[config.mk]
export PLATFORM = sky130hd
export DESIGN_NAME = priority_voice_allocator_top_flat
export DESIGN_NICKNAME = d
export VERILOG_FILES = /design/src/hw/rtl/pva_pkg.sv /design/src/hw/rtl/pva_in_if.sv /design/src/hw/rtl/pva_out_if.sv /design/src/hw/rtl/pva_cfg_if.sv /design/src/hw/rtl/priority_voice_allocator_top.sv /design/src/flat_wrapper.sv
export VERILOG_INCLUDE_DIRS = /design/src /design/src/hw/rtl
export SDC_FILE = /design/constraint.sdc
export NUM_CORES = 2
export LEC_CHECK = 0
export BUFFER_PORTS_ARGS = -buffer_cell sky130_fd_sc_hd__buf_2
export CAP_MARGIN = 20
export CORE_ASPECT_RATIO = 1.1
export CORE_MARGIN = 4
export CORE_UTILIZATION = 60
export DETAILED_ROUTE_END_ITERATION = 8
export PLACE_DENSITY = 0.76
export SYNTH_ARGS = -nofsm -noshare
export SYNTH_HDL_FRONTEND = slang
export SYNTH_SLANG_ARGS = --single-unit
[constraint.sdc]
create_clock -name clk -period 6.89 [get_ports clk]
set_clock_uncertainty 0.2 [all_clocks]
set_input_delay 0 -clock clk [delete_from_list [all_inputs] [get_ports clk]]
set_output_delay 0 -clock clk [all_outputs]
set_load 0.01 [all_outputs]
[src/hw/rtl/assert_macros.svh]
// Assertion macros shared by the RTL of the voice allocator.
// No dependencies; included by modules that carry assertions.
`ifndef ASSERT_MACROS_SVH
`define ASSERT_MACROS_SVH

// Combinational check sampled every clock, masked during reset.
`define ASSERT_NOW(lbl, clk, rstn, expr, msg) \
  lbl: assert property (@(posedge clk) disable iff (!rstn) (expr)) else $error(msg);

// Temporal property sampled every clock, masked during reset.
`define ASSERT_AT(lbl, clk, rstn, prop, msg) \
  lbl: assert property (@(posedge clk) disable iff (!rstn) prop) else $error(msg);

`endif

[src/hw/rtl/pva_pkg.sv]
// Package of the priority voice allocator: field widths, op codes, defaults.
// No dependencies.
package pva_pkg;

  localparam int OP_W      = 3;
  localparam int SLOT_W    = 6;
  localparam int PRIO_W    = 5;
  localparam int CNT_OUT_W = 7;

  localparam int NUM_VOICES_DEF = 64;
  localparam int STAMP_BITS_DEF = 32;

  localparam logic [OP_W-1:0] OP_ACQUIRE   = 3'd0;
  localparam logic [OP_W-1:0] OP_FREE      = 3'd1;
  localparam logic [OP_W-1:0] OP_SET_PRIO  = 3'd2;
  localparam logic [OP_W-1:0] OP_SET_STATE = 3'd3;
  localparam logic [OP_W-1:0] OP_INIT      = 3'd4;

endpackage

[src/hw/rtl/pva_in_if.sv]
// Request channel of the voice allocator.
// Depends on pva_pkg.
interface pva_in_if;
  import pva_pkg::*;

  logic              valid;
  logic              ready;
  logic [OP_W-1:0]   op;
  logic [SLOT_W-1:0] slot;
  logic [PRIO_W-1:0] priority_req;
  logic              playing;

  modport source (output valid, op, slot, priority_req, playing, input ready);
  modport sink   (input valid, op, slot, priority_req, playing, output ready);
endinterface

[src/hw/rtl/pva_out_if.sv]
// Result channel of the voice allocator.
// Depends on pva_pkg.
interface pva_out_if;
  import pva_pkg::*;

  logic                 valid;
  logic                 ready;
  logic                 granted;
  logic [SLOT_W-1:0]    granted_slot;
  logic                 stole;
  logic                 depop;
  logic [CNT_OUT_W-1:0] in_use_count;

  modport source (output valid, granted, granted_slot, stole, depop, in_use_count,
                  input ready);
  modport sink   (input valid, granted, granted_slot, stole, depop, in_use_count,
                  output ready);
endinterface

[src/hw/rtl/pva_cfg_if.sv]
// Configuration write channel of the voice allocator (voices_enabled).
// No dependencies.
interface pva_cfg_if;
  logic valid;
  logic ready;
  logic data;

  modport source (output valid, data, input ready);
  modport sink   (input valid, data, output ready);
endinterface

[src/hw/rtl/priority_voice_allocator_top.sv]
// Priority voice allocator: voice pool with lowest-free acquire and lowest-priority, oldest-victim steal.
// Depends on pva_pkg, pva_in_if, pva_out_if, pva_cfg_if and assert_macros.svh.
//
//  channel | dir | payload                                          | transaction
//  in_ch   | in  | op, slot, priority_req, playing                  | valid & ready
//  out_ch  | out | granted, granted_slot, stole, depop, in_use_count | valid & ready
//  cfg_ch  | in  | data = voices_enabled                            | valid & ready
//
// One request in flight. Acquire walks the voice memory one slot per cycle: it
// ends at the first free slot, else after a steal search over every slot.
// Free, set priority and set state take a read and a write-back, but finish
// at once with a slot out of range, as init, unknown ops and disabled acquires
// do. S_DONE then loads the output register, after which the next request is taken.
// Per-slot valid bits cleared by reset and init stand for a zeroed memory.
// A stalled output holds the result; a new request waits until it is taken.
`include "assert_macros.svh"

module priority_voice_allocator_top #(
  parameter int NUM_VOICES = pva_pkg::NUM_VOICES_DEF,
  parameter int STAMP_BITS = pva_pkg::STAMP_BITS_DEF
) (
  input  logic      clk,
  input  logic      rst_n,
  pva_in_if.sink    in_ch,
  pva_out_if.source out_ch,
  pva_cfg_if.sink   cfg_ch
);
  import pva_pkg::*;

  localparam int IDX_W = $clog2(NUM_VOICES);
  localparam int CNT_W = $clog2(NUM_VOICES + 1);
  localparam int ENT_W = PRIO_W + 1 + STAMP_BITS;
  localparam logic [IDX_W-1:0] LAST_IDX = IDX_W'(NUM_VOICES - 1);

  typedef enum logic [2:0] {
    S_IDLE, S_RMW_RD, S_RMW_WR, S_SCAN, S_DONE
  } state_t;

  state_t                state_r, state_nxt;
  logic                  enable_r, enable_nxt;
  logic                  pool_ready_r, pool_ready_nxt;
  logic [NUM_VOICES-1:0] valid_r, valid_nxt;
  logic [NUM_VOICES-1:0] in_use_r, in_use_nxt;
  logic [CNT_W-1:0]      cnt_r, cnt_nxt;
  logic [STAMP_BITS-1:0] stamp_ctr_r, stamp_ctr_nxt;

  logic [OP_W-1:0]       op_r, op_nxt;
  logic [IDX_W-1:0]      slot_r, slot_nxt;
  logic [PRIO_W-1:0]     prio_r, prio_nxt;
  logic                  play_r, play_nxt;

  logic [IDX_W-1:0]      scan_idx_r, scan_idx_nxt;
  logic                  issue_done_r, issue_done_nxt;
  logic                  scan_live_r, scan_live_nxt;
  logic [IDX_W-1:0]      scan_q_r, scan_q_nxt;

  logic                  best_vld_r, best_vld_nxt;
  logic [IDX_W-1:0]      best_idx_r, best_idx_nxt;
  logic [PRIO_W-1:0]     best_prio_r, best_prio_nxt;
  logic [STAMP_BITS-1:0] best_stamp_r, best_stamp_nxt;
  logic                  best_play_r, best_play_nxt;

  logic                  res_granted_r, res_granted_nxt;
  logic [SLOT_W-1:0]     res_slot_r, res_slot_nxt;
  logic                  res_stole_r, res_stole_nxt;
  logic                  res_depop_r, res_depop_nxt;

  logic                  out_valid_r, out_valid_nxt;
  logic                  out_granted_r, out_granted_nxt;
  logic [SLOT_W-1:0]     out_slot_r, out_slot_nxt;
  logic                  out_stole_r, out_stole_nxt;
  logic                  out_depop_r, out_depop_nxt;
  logic [CNT_OUT_W-1:0]  out_cnt_r, out_cnt_nxt;

  // Voice memory: {priority, playing, stamp}
  logic [ENT_W-1:0]      mem [NUM_VOICES];
  logic [ENT_W-1:0]      rdata_r;
  logic                  rvld_r;
  logic [IDX_W-1:0]      rd_addr;
  logic                  wr_en;
  logic [IDX_W-1:0]      wr_addr;
  logic [ENT_W-1:0]      wr_data;

  logic [PRIO_W-1:0]     e_prio;
  logic                  e_play;
  logic [STAMP_BITS-1:0] e_stamp;

  logic                  in_fire;
  logic                  slot_ok;
  logic [IDX_W-1:0]      slot_idx;
  logic [SLOT_W+IDX_W-1:0]     slot_ext;
  logic [SLOT_W+IDX_W-1:0]     pick_ext;
  logic [CNT_OUT_W+CNT_W-1:0]  cnt_ext;

  logic                  grant_go;
  logic                  grant_steal;
  logic                  grant_depop;
  logic [IDX_W-1:0]      grant_idx;
  logic [STAMP_BITS-1:0] stamp_inc;

  assign in_fire      = in_ch.valid && in_ch.ready;
  assign in_ch.ready  = (state_r == S_IDLE);
  assign cfg_ch.ready = 1'b1;

  assign slot_ext = {{IDX_W{1'b0}}, in_ch.slot};
  assign slot_idx = slot_ext[IDX_W-1:0];
  assign slot_ok  = (int'(in_ch.slot) < NUM_VOICES);
  assign pick_ext = {{SLOT_W{1'b0}}, grant_idx};
  assign cnt_ext  = {{CNT_OUT_W{1'b0}}, cnt_r};
  assign stamp_inc = stamp_ctr_r + 1'b1;

  assign rd_addr = (state_r == S_RMW_RD) ? slot_r : scan_idx_r;

  // Entry never written since the last clear reads as zero
  assign {e_prio, e_play, e_stamp} = rvld_r ? rdata_r : '0;

  assign out_ch.valid        = out_valid_r;
  assign out_ch.granted      = out_granted_r;
  assign out_ch.granted_slot = out_slot_r;
  assign out_ch.stole        = out_stole_r;
  assign out_ch.depop        = out_depop_r;
  assign out_ch.in_use_count = out_cnt_r;

  always_ff @(posedge clk) begin
    if (wr_en) begin
      mem[wr_addr] <= wr_data;
    end
    rdata_r <= mem[rd_addr];
    rvld_r  <= valid_r[rd_addr];
  end

  always_comb begin
    state_nxt      = state_r;
    enable_nxt     = enable_r;
    pool_ready_nxt = pool_ready_r;
    valid_nxt      = valid_r;
    in_use_nxt     = in_use_r;
    cnt_nxt        = cnt_r;
    stamp_ctr_nxt  = stamp_ctr_r;
    op_nxt         = op_r;
    slot_nxt       = slot_r;
    prio_nxt       = prio_r;
    play_nxt       = play_r;
    scan_idx_nxt   = scan_idx_r;
    issue_done_nxt = issue_done_r;
    scan_live_nxt  = scan_live_r;
    scan_q_nxt     = scan_q_r;
    best_vld_nxt   = best_vld_r;
    best_idx_nxt   = best_idx_r;
    best_prio_nxt  = best_prio_r;
    best_stamp_nxt = best_stamp_r;
    best_play_nxt  = best_play_r;
    res_granted_nxt = res_granted_r;
    res_slot_nxt    = res_slot_r;
    res_stole_nxt   = res_stole_r;
    res_depop_nxt   = res_depop_r;
    out_valid_nxt   = out_valid_r;
    out_granted_nxt = out_granted_r;
    out_slot_nxt    = out_slot_r;
    out_stole_nxt   = out_stole_r;
    out_depop_nxt   = out_depop_r;
    out_cnt_nxt     = out_cnt_r;
    wr_en       = 1'b0;
    wr_addr     = slot_r;
    wr_data     = '0;
    grant_go    = 1'b0;
    grant_steal = 1'b0;
    grant_depop = 1'b0;
    grant_idx   = scan_idx_r;

    if (cfg_ch.valid) begin
      enable_nxt = cfg_ch.data;
    end

    if (out_valid_r && out_ch.ready) begin
      out_valid_nxt = 1'b0;
    end

    unique case (state_r)
      S_IDLE: begin
        if (in_fire) begin
          op_nxt   = in_ch.op;
          slot_nxt = slot_idx;
          prio_nxt = in_ch.priority_req;
          play_nxt = in_ch.playing;
          res_granted_nxt = 1'b0;
          res_slot_nxt    = '0;
          res_stole_nxt   = 1'b0;
          res_depop_nxt   = 1'b0;
          state_nxt       = S_DONE;
          unique case (in_ch.op)
            OP_ACQUIRE: begin
              if (enable_r) begin
                if (!pool_ready_r) begin
                  valid_nxt      = '0;
                  in_use_nxt     = '0;
                  cnt_nxt        = '0;
                  stamp_ctr_nxt  = '0;
                  pool_ready_nxt = 1'b1;
                end
                scan_idx_nxt   = '0;
                issue_done_nxt = 1'b0;
                scan_live_nxt  = 1'b0;
                best_vld_nxt   = 1'b0;
                state_nxt      = S_SCAN;
              end
            end
            OP_FREE, OP_SET_PRIO, OP_SET_STATE: begin
              if (slot_ok) begin
                state_nxt = S_RMW_RD;
              end
            end
            OP_INIT: begin
              valid_nxt      = '0;
              in_use_nxt     = '0;
              cnt_nxt        = '0;
              stamp_ctr_nxt  = '0;
              pool_ready_nxt = 1'b1;
            end
            default: ;
          endcase
        end
      end

      S_RMW_RD: begin
        state_nxt = S_RMW_WR;
      end

      S_RMW_WR: begin
        wr_en              = 1'b1;
        wr_addr            = slot_r;
        valid_nxt[slot_r]  = 1'b1;
        state_nxt          = S_DONE;
        unique case (op_r)
          OP_FREE: begin
            wr_data       = {e_prio, 1'b0, e_stamp};
            res_depop_nxt = e_play;
            if (in_use_r[slot_r]) begin
              in_use_nxt[slot_r] = 1'b0;
              cnt_nxt            = cnt_r - 1'b1;
            end
          end
          OP_SET_PRIO: begin
            wr_data = {prio_r, e_play, e_stamp};
          end
          default: begin
            wr_data       = {e_prio, play_r, e_stamp};
            res_depop_nxt = !play_r;
          end
        endcase
      end

      S_SCAN: begin
        // Victim compare on the entry read last cycle
        if (scan_live_r && (e_prio < prio_r)) begin
          if (!best_vld_r || (e_prio < best_prio_r) ||
              ((e_prio == best_prio_r) && (e_stamp < best_stamp_r))) begin
            best_vld_nxt   = 1'b1;
            best_idx_nxt   = scan_q_r;
            best_prio_nxt  = e_prio;
            best_stamp_nxt = e_stamp;
            best_play_nxt  = e_play;
          end
        end
        scan_live_nxt = 1'b0;
        if (!issue_done_r) begin
          if (!in_use_r[scan_idx_r]) begin
            grant_go  = 1'b1;
            grant_idx = scan_idx_r;
          end else begin
            scan_live_nxt = 1'b1;
            scan_q_nxt    = scan_idx_r;
            if (scan_idx_r == LAST_IDX) begin
              issue_done_nxt = 1'b1;
            end else begin
              scan_idx_nxt = scan_idx_r + 1'b1;
            end
          end
        end else begin
          state_nxt = S_DONE;
          if (best_vld_nxt) begin
            grant_go    = 1'b1;
            grant_steal = 1'b1;
            grant_depop = best_play_nxt;
            grant_idx   = best_idx_nxt;
          end
        end
      end

      S_DONE: begin
        if (!out_valid_r || out_ch.ready) begin
          out_valid_nxt   = 1'b1;
          out_granted_nxt = res_granted_r;
          out_slot_nxt    = res_slot_r;
          out_stole_nxt   = res_stole_r;
          out_depop_nxt   = res_depop_r;
          out_cnt_nxt     = cnt_ext[CNT_OUT_W-1:0];
          state_nxt       = S_IDLE;
        end
      end

      default: state_nxt = S_IDLE;
    endcase

    if (grant_go) begin
      stamp_ctr_nxt         = stamp_inc;
      wr_en                 = 1'b1;
      wr_addr               = grant_idx;
      wr_data               = {prio_r, 1'b0, stamp_inc};
      valid_nxt[grant_idx]  = 1'b1;
      in_use_nxt[grant_idx] = 1'b1;
      if (!grant_steal) begin
        cnt_nxt = cnt_r + 1'b1;
      end
      res_granted_nxt = 1'b1;
      res_slot_nxt    = pick_ext[SLOT_W-1:0];
      res_stole_nxt   = grant_steal;
      res_depop_nxt   = grant_depop;
      state_nxt       = S_DONE;
    end
  end

  always_ff @(posedge clk) begin
    if (!rst_n) begin
      state_r      <= S_IDLE;
      enable_r     <= 1'b0;
      pool_ready_r <= 1'b0;
      valid_r      <= '0;
      in_use_r     <= '0;
      cnt_r        <= '0;
      stamp_ctr_r  <= '0;
      issue_done_r <= 1'b0;
      scan_live_r  <= 1'b0;
      best_vld_r   <= 1'b0;
      out_valid_r  <= 1'b0;
    end else begin
      state_r      <= state_nxt;
      enable_r     <= enable_nxt;
      pool_ready_r <= pool_ready_nxt;
      valid_r      <= valid_nxt;
      in_use_r     <= in_use_nxt;
      cnt_r        <= cnt_nxt;
      stamp_ctr_r  <= stamp_ctr_nxt;
      issue_done_r <= issue_done_nxt;
      scan_live_r  <= scan_live_nxt;
      best_vld_r   <= best_vld_nxt;
      out_valid_r  <= out_valid_nxt;
      op_r         <= op_nxt;
      slot_r       <= slot_nxt;
      prio_r       <= prio_nxt;
      play_r       <= play_nxt;
      scan_idx_r   <= scan_idx_nxt;
      scan_q_r     <= scan_q_nxt;
      best_idx_r   <= best_idx_nxt;
      best_prio_r  <= best_prio_nxt;
      best_stamp_r <= best_stamp_nxt;
      best_play_r  <= best_play_nxt;
      res_granted_r <= res_granted_nxt;
      res_slot_r    <= res_slot_nxt;
      res_stole_r   <= res_stole_nxt;
      res_depop_r   <= res_depop_nxt;
      out_granted_r <= out_granted_nxt;
      out_slot_r    <= out_slot_nxt;
      out_stole_r   <= out_stole_nxt;
      out_depop_r   <= out_depop_nxt;
      out_cnt_r     <= out_cnt_nxt;
    end
  end

  `ASSERT_NOW(a_cnt_match, clk, rst_n, $countones(in_use_r) == int'(cnt_r), "in-use count out of sync")
  `ASSERT_NOW(a_fail_clean, clk, rst_n, !out_valid_r || out_granted_r || ((out_slot_r == '0) && !out_stole_r), "failed acquire reports slot or steal")
  `ASSERT_AT(a_steal_full, clk, rst_n, (grant_go && grant_steal) |-> (&in_use_r), "steal with a free slot left")
  `ASSERT_AT(a_stamp_step, clk, rst_n, grant_go |=> (stamp_ctr_r == STAMP_BITS'($past(stamp_ctr_r) + 1'b1)), "stamp counter did not advance")

endmodule

[src/flat_wrapper.sv]
// flat-port wrapper written by rule: the top's interface ports become plain ports
module priority_voice_allocator_top_flat import pva_pkg::*;
#(
  parameter int NUM_VOICES = pva_pkg::NUM_VOICES_DEF,
  parameter int STAMP_BITS = pva_pkg::STAMP_BITS_DEF
)
  (clk, rst_n, in_ch_valid, in_ch_op, in_ch_slot, in_ch_priority_req, in_ch_playing, in_ch_ready, out_ch_valid, out_ch_granted, out_ch_granted_slot, out_ch_stole, out_ch_depop, out_ch_in_use_count, out_ch_ready, cfg_ch_valid, cfg_ch_data, cfg_ch_ready);
  pva_in_if in_ch_i ();
  pva_out_if out_ch_i ();
  pva_cfg_if cfg_ch_i ();
  input  logic clk;
  input  logic rst_n;
  input wire logic [$bits(in_ch_i.valid)-1:0] in_ch_valid;
  input wire logic [$bits(in_ch_i.op)-1:0] in_ch_op;
  input wire logic [$bits(in_ch_i.slot)-1:0] in_ch_slot;
  input wire logic [$bits(in_ch_i.priority_req)-1:0] in_ch_priority_req;
  input wire logic [$bits(in_ch_i.playing)-1:0] in_ch_playing;
  output wire logic [$bits(in_ch_i.ready)-1:0] in_ch_ready;
  output wire logic [$bits(out_ch_i.valid)-1:0] out_ch_valid;
  output wire logic [$bits(out_ch_i.granted)-1:0] out_ch_granted;
  output wire logic [$bits(out_ch_i.granted_slot)-1:0] out_ch_granted_slot;
  output wire logic [$bits(out_ch_i.stole)-1:0] out_ch_stole;
  output wire logic [$bits(out_ch_i.depop)-1:0] out_ch_depop;
  output wire logic [$bits(out_ch_i.in_use_count)-1:0] out_ch_in_use_count;
  input wire logic [$bits(out_ch_i.ready)-1:0] out_ch_ready;
  input wire logic [$bits(cfg_ch_i.valid)-1:0] cfg_ch_valid;
  input wire logic [$bits(cfg_ch_i.data)-1:0] cfg_ch_data;
  output wire logic [$bits(cfg_ch_i.ready)-1:0] cfg_ch_ready;
  assign in_ch_i.valid = in_ch_valid;
  assign in_ch_i.op = in_ch_op;
  assign in_ch_i.slot = in_ch_slot;
  assign in_ch_i.priority_req = in_ch_priority_req;
  assign in_ch_i.playing = in_ch_playing;
  assign in_ch_ready = in_ch_i.ready;
  assign out_ch_valid = out_ch_i.valid;
  assign out_ch_granted = out_ch_i.granted;
  assign out_ch_granted_slot = out_ch_i.granted_slot;
  assign out_ch_stole = out_ch_i.stole;
  assign out_ch_depop = out_ch_i.depop;
  assign out_ch_in_use_count = out_ch_i.in_use_count;
  assign out_ch_i.ready = out_ch_ready;
  assign cfg_ch_i.valid = cfg_ch_valid;
  assign cfg_ch_i.data = cfg_ch_data;
  assign cfg_ch_ready = cfg_ch_i.ready;
  priority_voice_allocator_top #(.NUM_VOICES(NUM_VOICES), .STAMP_BITS(STAMP_BITS)) u_core (.clk(clk), .rst_n(rst_n), .in_ch(in_ch_i), .out_ch(out_ch_i), .cfg_ch(cfg_ch_i));
endmodule
==> flow_metrics.py <==
metrics = {
    "die": {
        "row_count": 163,
        "initial_core_util": 0.6035,
        "die-area_um2": 187400,
        "fp.dieH_um": 453.6,
        "core-area_um2": 179500,
        "pin_count": 40,
        "dieWidth_um": 413.1,
    },
    "grt": {
        "grt_pass1_wl_um": 435100,
        "antenna_found_initial": 11,
        "track_usage": 0.3285,
        "grt_max_degree": 96,
        "gr-total-overflow": 0,
        "first_global_vias": 59490,
    },
    "sta": {
        "layout_setup_ws_ns": 0.8745,
        "finalHoldViolCount": 0,
        "fin_crit_ns": 6.015,
        "final-max-slew-violation-count": 0,
        "timing.final.crit_share": 0.8731,
        "finalSetupViolations": 0,
        "relSlewSlack": 0.1104,
        "worst_pin_slew_ns": 1.328,
        "max_freq_mhz": 166.2,
        "rsz0062_at_grt": "no",
        "setup_tns_ns": 0,
    },
    "drt": {
        "routedWlPerCell_um": 35.55,
        "drc_errors": 2,
        "drt_iter0_drc": 10340,
        "via_per_inst": 7.046,
        "dr.pass1.iters": 8,
        "wl_um": 304800,
        "via_count": 60420,
        "postRouteAntennaNets": 0,
    },
    "finish": {
        "mostFrequentLayoutCells": "edfxtp_1 (2528), mux4_2 (645), nand2_1 (482)",
        "final_util": 0.6801,
        "final_nets": 6056,
        "layout-drive-gt1-share": 0.2288,
        "final_common_cell": "edfxtp_1",
        "area_growth_pct": 12.70,
        "stdcell_count": 8575,
    },
    "yosys": {
        "syn-num-nets": 5862,
        "synth_top_area_share": 0.7009,
        "synthCells": 5797,
        "ys.flop_type": "edfxtp_1",
        "ys_async_sr_fraction": 0,
        "synth_top_area_cell": "edfxtp_1",
        "avgSynthCellArea_um2": 18.68,
        "netlist_top_cells_area": "edfxtp_1 (70%), mux4_2 (13%), dfxtp_1 (4.0%)",
        "synth_cell_type_count": 75,
        "synth-edff-count": 2528,
        "yosysSeqAreaShare": 0.7407,
        "syn_area_um2": 108300,
        "synth-seq-cells": 2743,
        "synth.yosys.warnings": 0,
    },
    "status": {
        "status": "finished, violations left",
        "violations": "DRC",
    },
    "clock_tree": {
        "cts_buffer_depth": 4,
        "ctsRootBufferMaster": "clkbuf_16",
        "cts_buffers": 282,
        "cts_resized": 0,
        "clk_pin_slew_ns": 0.06,
        "clock-sinks": 2743,
        "cts.htree.levels": 5,
        "cts_tree": "built",
        "clock_latency_ns": 0.94,
    },
    "setup_path": {
        "rr_worst_depth": 12,
        "slowest_delay_ns": 0.94,
        "critPathRequiredTime_ns": 7.28,
        "cp_max_fo": 30,
        "worstReg2RegStart": "u_core.rvld_r",
        "worstSetupPathType": "reg2reg",
        "rr_endpoint": "u_core.mem[15][8]",
        "slowest_stage": "a21oi_4",
        "critPathArrivalTime_ns": 6.41,
        "endpoint_kind": "flip-flop",
        "cp_top_family": "compound AO/OA/AOI/OAI gates",
        "r2r_slack_ns": 0.87,
        "critPathLaunchType": "flip-flop",
        "path_buf_inv": 2,
        "crit_chain": "buf_16 -> and2_1 -> ha_1 -> a21o_1 -> a2111oi_0 -> o311ai_1 -> a22oi_2 -> a21oi_1 -> a221o_1 -> o32a_1 -> a21oi_4 -> buf_4",
    },
    "hold_path": {
        "hold_class": "in2reg",
        "worstHoldStart": "in_ch_op[0]",
        "holdPathEnd": "u_core.state_r[2]",
        "hold_depth": 9,
    },
    "job": {
        "maxCapViolCount": 0,
    },
    "pwr": {
        "totalPowerFinal_uw": 34050,
        "power_density_nw_per_um2": 279.0,
        "total_leakage_power_uw": 0.03728,
        "ir_drop_mv": 0.2958,
    },
    "place": {
        "port_buffers": 38,
        "place_ws_ns": 0.3784,
        "dp.cells": 8052,
        "dp_hpwl_um": 171600,
        "gp_congestion": 0.9777,
    },
}
==> worst max-delay path by stage <==
stage | startpoint | depth (start not counted) | slack, ns | endpoint
4_1_cts | u_core.rvld_r | 11 | 0.34 | u_core.mem[15][8]
3_3_place_gp | u_core.rvld_r | 11 | 0.59 | u_core.mem[15][8]
5_1_grt | u_core.rvld_r | 12 | 0.64 | u_core.mem[15][8]
2_1_floorplan | u_core.rvld_r | 12 | 0.97 | u_core.mem[57][0]
3_5_place_dp | u_core.rvld_r | 11 | 0.38 | u_core.mem[15][0]
6_report | u_core.rvld_r | 12 | 0.87 | u_core.mem[15][8]
==> worst min-delay path, stage by stage <==
cell and delay [ns]:
dlygate4sd3_1 0.52, buf_2 0.13, nor3_1 0.06, nor2_1 0.14, nor3b_1 0.07, nor2_1 0.08, nor2_1 0.04, nand2_1 0.05
a21oi_1 0.06
==> cell usage after synthesis (66+ instances only) <==
cell,number
buf_2,92
a21oi_1,263
a211oi_1,202
edfxtp_1,2528
nor2_1,85
and2_1,199
a31oi_1,81
nand2_1,515
o21ai_0,66
clkbuf_1,255
a311oi_1,79
o22ai_1,76
dfxtp_1,215
mux4_2,645
==> through the flow <==
step	cell area, um^2	hold WS [ns]
after CTS	122000	0.01848
after global routing	122100	0.1060
after global placement	113000	-0.01954
final	122100	0.09311
after floorplan	108300	-0.1011
after detailed placement	113000	-0.02189
==> per-layer routing <==
layer  up-vias  track usage  share of wire
met4         8       0.1873          0.070
met2      4654       0.4762           0.45
met5         -      0.01004        0.00090
met3       817       0.1037           0.14
met1     30880       0.4461           0.34
li1      24060            -              -
==> report_power, final <==
part           switching, uW  internal (uW)  leakage [uW]
clock network           6160           8330       0.00416
logic                   1010            467       0.00968
registers               28.7          18100        0.0234
total                   7200          26800        0.0373
==> flip-flops by register name (all words and copies together) (netlist names), 3 cells and up <==
register	cells
u_core.op_r	3
u_core.stamp_ctr_r	32
u_core.cnt_r	7
u_core.mem	2432
u_core.rdata_r	38
u_core.prio_r	5
u_core.state_r	3
u_core.in_use_r	64
u_core.valid_r	64
u_core.slot_r	6
u_core.best_stamp_r	32
u_core.best_prio_r	5
u_core.res_slot_r	6
u_core.best_idx_r	6
u_core.scan_idx_r	6
u_core.out_ch.granted_slot	6
u_core.out_ch.in_use_count	7
u_core.scan_q_r	6
==> kinds of logic (layout without fill, tap and decap cells) <==
family,after synthesis,after routing,share of synthesized area
multiplexers,689,689,0.1384
flip-flops,2743,2743,0.7407
adder cells (fa/ha/maj),44,44,0.005083
buffers and inverters,435,818,0.01632
AND/OR/NAND/NOR,932,932,0.04004
XOR/XNOR,37,37,0.002992
AO/OA/AOI/OAI,916,916,0.05647
other,1,4,0.00003462
==> cell type report <==
type                       instances  area [um^2]
timing repair buffer             286         2544
inverter                          59        221.5
fill                           10960        57420
sequential                      2743        80220
tap                             2392         2993
clock buffer                     360         7560
clock inverter                   113        982.2
multi-input combinational       2619        27530
antenna                            3        7.507
==> what timing repair did <==
| action | 4_1_cts | 5_1_grt |
|---|---|---|
| buffers inserted | 0 | 0 |
| endpoints found under the hold margin | 235 | 0 |
| hold buffers | 42 | 0 |
| endpoints found under the setup margin | 0 | 0 |
No activity file was read; power rests on OpenSTA's default activity.
